File: config.mk
export PLATFORM = sky130hd
export DESIGN_NAME = sih_check
export DESIGN_NICKNAME = d
export VERILOG_FILES = /design/src/hw/rtl/sih_pkg.sv /design/src/hw/rtl/sih_check.sv
export SDC_FILE = /design/constraint.sdc
export NUM_CORES = 1
export LEC_CHECK = 0
export ABC_AREA = 1
export BUFFER_PORTS_ARGS = -buffer_cell sky130_fd_sc_hd__buf_4
export CAP_MARGIN = 30
export CORE_AREA = 2 2 178 180
export DETAILED_ROUTE_END_ITERATION = 7
export DIE_AREA = 0 0 180 182
export PLACE_DENSITY = 0.7
export RECOVER_POWER = 50
export SYNTH_ARGS = -nofsm -noshare
export SYNTH_HDL_FRONTEND = slang
export SYNTH_SLANG_ARGS = --single-unit
File: constraint.sdc
create_clock -name vclk -period 16.6
set_input_delay 4.98 -clock vclk [all_inputs]
set_output_delay 4.98 -clock vclk [all_outputs]
set_load 0.005 [all_outputs]
File: src/hw/rtl/sih_pkg.sv
`default_nettype none

package sih_pkg;

    localparam int NUM_REGS   = 256;
    localparam int REG_IDX_W  = $clog2(NUM_REGS);
    localparam int LIMIT_W    = REG_IDX_W + 1;
    localparam int CYCLE_BITS = 32;
    localparam int NUM_SRC    = 3;
    localparam int MAX_DST    = 4;
    localparam int DST_CNT_W  = 3;
    localparam int BANKS      = MAX_DST;
    localparam int BANK_W     = $clog2(BANKS);
    localparam int BANK_DEPTH = NUM_REGS / BANKS;
    localparam int BANK_AW    = $clog2(BANK_DEPTH);

    localparam logic [LIMIT_W-1:0] LIMIT_RESET = LIMIT_W'(NUM_REGS);

    // instruction kinds
    localparam logic [2:0] KIND_FLOW = 3'd0;
    localparam logic [2:0] KIND_ALU3 = 3'd3;
    localparam logic [2:0] KIND_SFU  = 3'd4;
    localparam logic [2:0] KIND_TEX  = 3'd5;

    // writer kinds
    localparam logic [1:0] WK_NONE = 2'd0;
    localparam logic [1:0] WK_ALU  = 2'd1;
    localparam logic [1:0] WK_SFU  = 2'd2;
    localparam logic [1:0] WK_TEX  = 2'd3;

    localparam int SLOTS_LONG  = 6;
    localparam int SLOTS_STD   = 3;
    localparam int SLOTS_SHORT = 1;
    localparam int SLOT_SHORT_SRC = 2;

    typedef logic [REG_IDX_W-1:0]  reg_idx_t;
    typedef logic [CYCLE_BITS-1:0] cycle_t;

    typedef struct packed {
        logic [2:0]           kind;
        logic                 is_end;
        logic                 is_varying;
        logic                 end_input;
        logic                 sync_ss;
        logic                 sync_sy;
        logic [NUM_SRC-1:0]   src_mask;
        reg_idx_t             src_a;
        reg_idx_t             src_b;
        reg_idx_t             src_c;
        reg_idx_t             dst_base;
        logic [DST_CNT_W-1:0] dst_count;
    } sih_item_t;

    typedef struct packed {
        cycle_t cycle_now;
        logic   first_sync_missing;
        logic   two_sfu;
        logic   ei_early;
        logic   sfu_sync_missing;
        logic   tex_sync_missing;
        logic   delay_short;
        logic   reg_out_of_range;
        logic   program_end;
    } sih_result_t;

    typedef struct packed {
        logic [1:0] kind;
        cycle_t     cycle;
    } sih_entry_t;

    localparam int ENTRY_W = $bits(sih_entry_t);

    typedef struct packed {
        logic [BANKS-1:0]              en;
        logic [BANKS-1:0][BANK_AW-1:0] addr;
        sih_entry_t                    data;
    } sih_wr_t;

    typedef struct packed {
        cycle_t cycle_count;
        cycle_t last_ss_cycle;
        cycle_t last_sy_cycle;
        logic   seen_first;
        logic   prev_was_sfu;
        logic   input_ei_seen;
    } sih_state_t;

endpackage

`default_nettype wire

File: src/hw/rtl/sih_check.sv
`default_nettype none

module sih_check
    import sih_pkg::*;
(
    input  wire sih_item_t              item,
    input  wire logic [LIMIT_W-1:0]     reg_limit,
    input  wire sih_state_t             state,
    input  wire sih_entry_t [NUM_SRC-1:0] entry,
    output sih_result_t                 res,
    output sih_state_t                  state_next,
    output sih_wr_t                     wr
);

    function automatic cycle_t slots_needed(input logic [1:0] wk, input logic [2:0] kind,
                                            input int slot);
        cycle_t n;
        if ((wk == WK_SFU) || (wk == WK_TEX))
        begin
            n = '0;
        end
        else if ((wk == WK_ALU) && ((kind == KIND_SFU) || (kind == KIND_TEX)))
        begin
            n = CYCLE_BITS'(SLOTS_LONG);
        end
        else if ((kind == KIND_ALU3) && (slot == SLOT_SHORT_SRC))
        begin
            n = CYCLE_BITS'(SLOTS_SHORT);
        end
        else
        begin
            n = CYCLE_BITS'(SLOTS_STD);
        end
        return n;
    endfunction

    reg_idx_t [NUM_SRC-1:0] src;
    cycle_t                 cyc;
    cycle_t                 ss_cyc;
    cycle_t                 sy_cyc;
    cycle_t                 need;
    logic [DST_CNT_W-1:0]   dcnt;
    logic                   dst_ok;
    logic                   src_on;
    logic                   has_writer;
    logic [BANK_W-1:0]      off;
    logic [LIMIT_W-1:0]     didx;

    assign src = {item.src_c, item.src_b, item.src_a};

    always_comb
    begin
        cyc = state.cycle_count;
        if (item.kind != KIND_TEX)
        begin
            cyc = state.cycle_count + CYCLE_BITS'(1);
        end
        ss_cyc = state.last_ss_cycle;
        if ((item.kind != KIND_FLOW) && (item.kind <= KIND_SFU) && item.sync_ss)
        begin
            ss_cyc = cyc;
        end
        sy_cyc = item.sync_sy ? cyc : state.last_sy_cycle;

        state_next.cycle_count   = cyc;
        state_next.last_ss_cycle = ss_cyc;
        state_next.last_sy_cycle = sy_cyc;
        state_next.seen_first    = 1'b1;
        state_next.prev_was_sfu  = (item.kind == KIND_SFU);
        state_next.input_ei_seen = item.is_varying ? item.end_input : state.input_ei_seen;

        res = '0;
        res.cycle_now   = cyc;
        res.program_end = item.is_end;
        if (state.seen_first)
        begin
            res.two_sfu = state.prev_was_sfu && (item.kind == KIND_SFU);
        end
        else
        begin
            res.first_sync_missing = !(item.sync_ss && item.sync_sy);
        end
        res.ei_early = item.is_varying && state.input_ei_seen;

        need = '0;
        for (int k = 0; k < NUM_SRC; k++)
        begin
            src_on = item.src_mask[k] && !item.is_end;
            has_writer = src_on && (entry[k].kind != WK_NONE);
            if (src_on && ({1'b0, src[k]} >= reg_limit))
            begin
                res.reg_out_of_range = 1'b1;
            end
            if (has_writer && (entry[k].kind == WK_SFU) && !(ss_cyc > entry[k].cycle))
            begin
                res.sfu_sync_missing = 1'b1;
            end
            if (has_writer && (entry[k].kind == WK_TEX) && !(sy_cyc > entry[k].cycle))
            begin
                res.tex_sync_missing = 1'b1;
            end
            need = entry[k].cycle + slots_needed(entry[k].kind, item.kind, k);
            if (has_writer && (cyc < need))
            begin
                res.delay_short = 1'b1;
            end
        end

        dcnt = (item.dst_count > DST_CNT_W'(MAX_DST)) ? DST_CNT_W'(MAX_DST) : item.dst_count;
        dst_ok = !item.is_end && (item.kind != KIND_FLOW) && (item.kind <= KIND_TEX);

        wr.data.cycle = cyc;
        case (item.kind)
            KIND_SFU: wr.data.kind = WK_SFU;
            KIND_TEX: wr.data.kind = WK_TEX;
            default:  wr.data.kind = WK_ALU;
        endcase

        for (int b = 0; b < BANKS; b++)
        begin
            off = BANK_W'(b) - item.dst_base[BANK_W-1:0];
            didx = {1'b0, item.dst_base} + LIMIT_W'(off);
            wr.en[b] = dst_ok && (DST_CNT_W'(off) < dcnt) && (didx < LIMIT_W'(NUM_REGS));
            wr.addr[b] = didx[REG_IDX_W-1:BANK_W];
            if (dst_ok && (DST_CNT_W'(off) < dcnt) && (didx >= reg_limit))
            begin
                res.reg_out_of_range = 1'b1;
            end
        end
    end

endmodule

`default_nettype wire

==> results.md <==
* Outcome: complete, but fails checks
* Failing checks: capacitance limit, slew limit
* Slew Viols, Final at 26
* CTS resizes at 0
* Slowest CP cell: xor2_1
* Maximum VDD drop at roughly 17 uV
* Row count at 65
* MaxCap Viol Count at 1
* Setup bufs post-CTS at 0
* Synth-to-Final Area Change at 26.23%
* Final GP Congestion at roughly 1.0
* Yosys top cell by area: ha_1
* Simple-Gate Fraction of Synth Area at 0.3037
* Maximum clock rate at 68.96 MHz
* Largest family of logic cells by synthesized area: adder cells
* Footprint of the multi-input gates at 0.01128 sq mm
* Most common cell in the synthesized netlist: nand2_1
* Leak at 8.941 nW
* Proportion of synthesized area in mux cells at 0.0008755
* Slew @ Worst Pin at 1.968 ns
* Syn. warnings at 0
* Crit path cell chain: buf_4 > nand3_1 > inv_1 > nor3_1 > nand2_2 > nor2_4 > nand4_4 > xor2_1 > nand2_1 > nand2_1 > ha_1 > nand2_1 > nor2_1 > nand2_1 > nor4_1 > nand2_1 > nand2_1 > nand2_1 > nand2_1 > nand3_1 > buf_4
* Port-buffer cells at between 400 and 500
* Number of global-route vias before repair at 14760
* Total gr overflow at 0
* Starting DRC count in detailed routing at 1238
* Vias after detailed routing at roughly 16000
* Share of the synthesized area in the top cell type at 0.3492
* CP startpoint: item[45]
* Hold path startpoint: item[42]
* Most used cell, CP: nand2_1
* Critical path class: in -> out
* Synth Area in Adders at 0.3539
* Fillers at roughly 3200
* Max stage delay on crit path at 0.77 ns
* Post-cts hold buffer count at 0
* Slew HR at -0.3117
* Remaining routing DRC violations at 0
* Top post-synthesis cells by area: ha_1 35%, nand2_1 15%, xor2_1 7.7%
* Post-Route WL at just under 60000 um
* Pwr dens at 30.69 mW/mm^2
* Largest net degree at the start of global routing at 43
* Seq Cell Count at 0
* Unrepaired setup endpoints after global routing: false
* Layout cell share with drive strength beyond 1 at 0.2071
* CP arrival at around 9.5 ns
* Total negative slack at 0 ns
* Post-synthesis compound-gate area fraction at 0.1376
* Synth Instances at 2027
* FF/Latch Area at 0 sq um
* I/O pins at 457
* First-pass GRT wire length at just under 90000 um
* GRT Util Overall at 0.3420
* Antenna violations before repair at 2
* Cell Area, Synth at 0.01286 sq mm
* Syn_nets at approximately 2600
* Critical Path End Type: output pin
* DRT Pass-1 Iters at 6
* Dpl hpwl at 52350 um
* Synth Area in XOR/XNOR at 0.08220
* Critical Path Start Type: primary input
* Avg Inst Size Synth at approximately 6.3 sq um
* # setup viols final at 0
* Core area at 0.03099 sq mm
* Sequential share of the synthesized area at 0
* Fin crit share at 0.8735
* Count of final hold-check violations at 0
* CP required at 11.62 ns
* DIE AREA at 0.03276 sq mm
* Synth cell count leaders: 505 x nand2_1, 359 x ha_1, 253 x inv_1
* Starting Density at 0.4151
* Vias per cell at 5.569
* Tot Pwr at 498.2 uW
* Chip width at roughly 180 um
* Final worst path period need at 14.50 ns
* DRT antenna net count at 0
* Die outline height at ~180 um
* Crit path max fanout at 17
* Worst Hold Class: in -> out
* CLK BUF at 0
* Final #Nets at 3030
* Wire length per cell at around 21 um
* Post-synth cell types at 49
critical path, delay by kind of cell:
| family | cells | cell delay [ns] |
|---|---|---|
| xor gates and xnor gates | 1 | 0.77 |
| and+or+nand+nor | 16 | 3.04 |
| adders and majority gates | 1 | 0.17 |
| buffers and inverters | 3 | 0.54 |
per-layer routing:
metal / track usage / up-vias / wire length (um)
met5: 0 / - / 13
met4: 0.1246 / 2 / 2584
met3: 0.02988 / 120 / 4323
met2: 0.5931 / 747 / 27430
met1: 0.4410 / 7184 / 24910
li1: - / 7614 / -
power breakdown:
part / leakage [nW] / switching [mW] / internal, mW
sequential: 0 / 0 / 0
clock: 0.00000634 / 0 / 0.00000000807
combinational: 8.94 / 0.293 / 0.205
cells in the final DEF (no fill, tap or decap), drive strengths merged, types with 5 or more instances in the layout:
master  netlist  final
nand3        73     73
o21a         15     15
nor3         81     81
nor2        115    115
a31oi        10     10
ha          359    359
nand2       512    512
xnor2         5      5
inv         256    256
xor2        114    114
o21ai        88     88
or2           5      5
o21bai        5      5
buf          74    382
o211ai       11     11
a21oi       175    175
clkbuf       14     89
nor4         21     21
nand4        64     64
path summary, 6_finish.rpt:
path                  endpoint  cells after the start
worst max-delay path    res[3]                     21
worst min-delay path    res[0]                      2
stage by stage:
stage	std cells	worst slack [ns]	instance area (sq um)	hold slack [ns]	util
3_3_place_gp	2810	2.544	16290	10.16	0.5257
2_1_floorplan	2027	3.683	12860	9.988	-
6_report	2813	2.099	16240	10.18	0.5240
5_1_grt	2813	1.749	16240	10.18	0.5240
3_5_place_dp	2811	2.471	16320	10.16	0.5266
4_1_cts	2811	2.464	16320	10.16	0.5266
cells by family (layout without fill, tap and decap cells):
family                   after synthesis  in the layout
XOR/XNOR                             119            119
other                                  1              2
adder cells (fa/ha/maj)              362            362
multiplexers                           1              1
buffers and inverters                344            727
AO/OA/AOI/OAI                        321            321
AND/OR/NAND/NOR                      879            879
cell type report:
type / instances / area share
Antenna cell: 1 / 0.0001541
Tap cell: 402 / 0.03098
Multi-Input combinational cell: 1683 / 0.6951
Timing Repair Buffer: 471 / 0.2146
Inverter: 256 / 0.05919
Note: power is estimated with default switching activity, not from simulation.
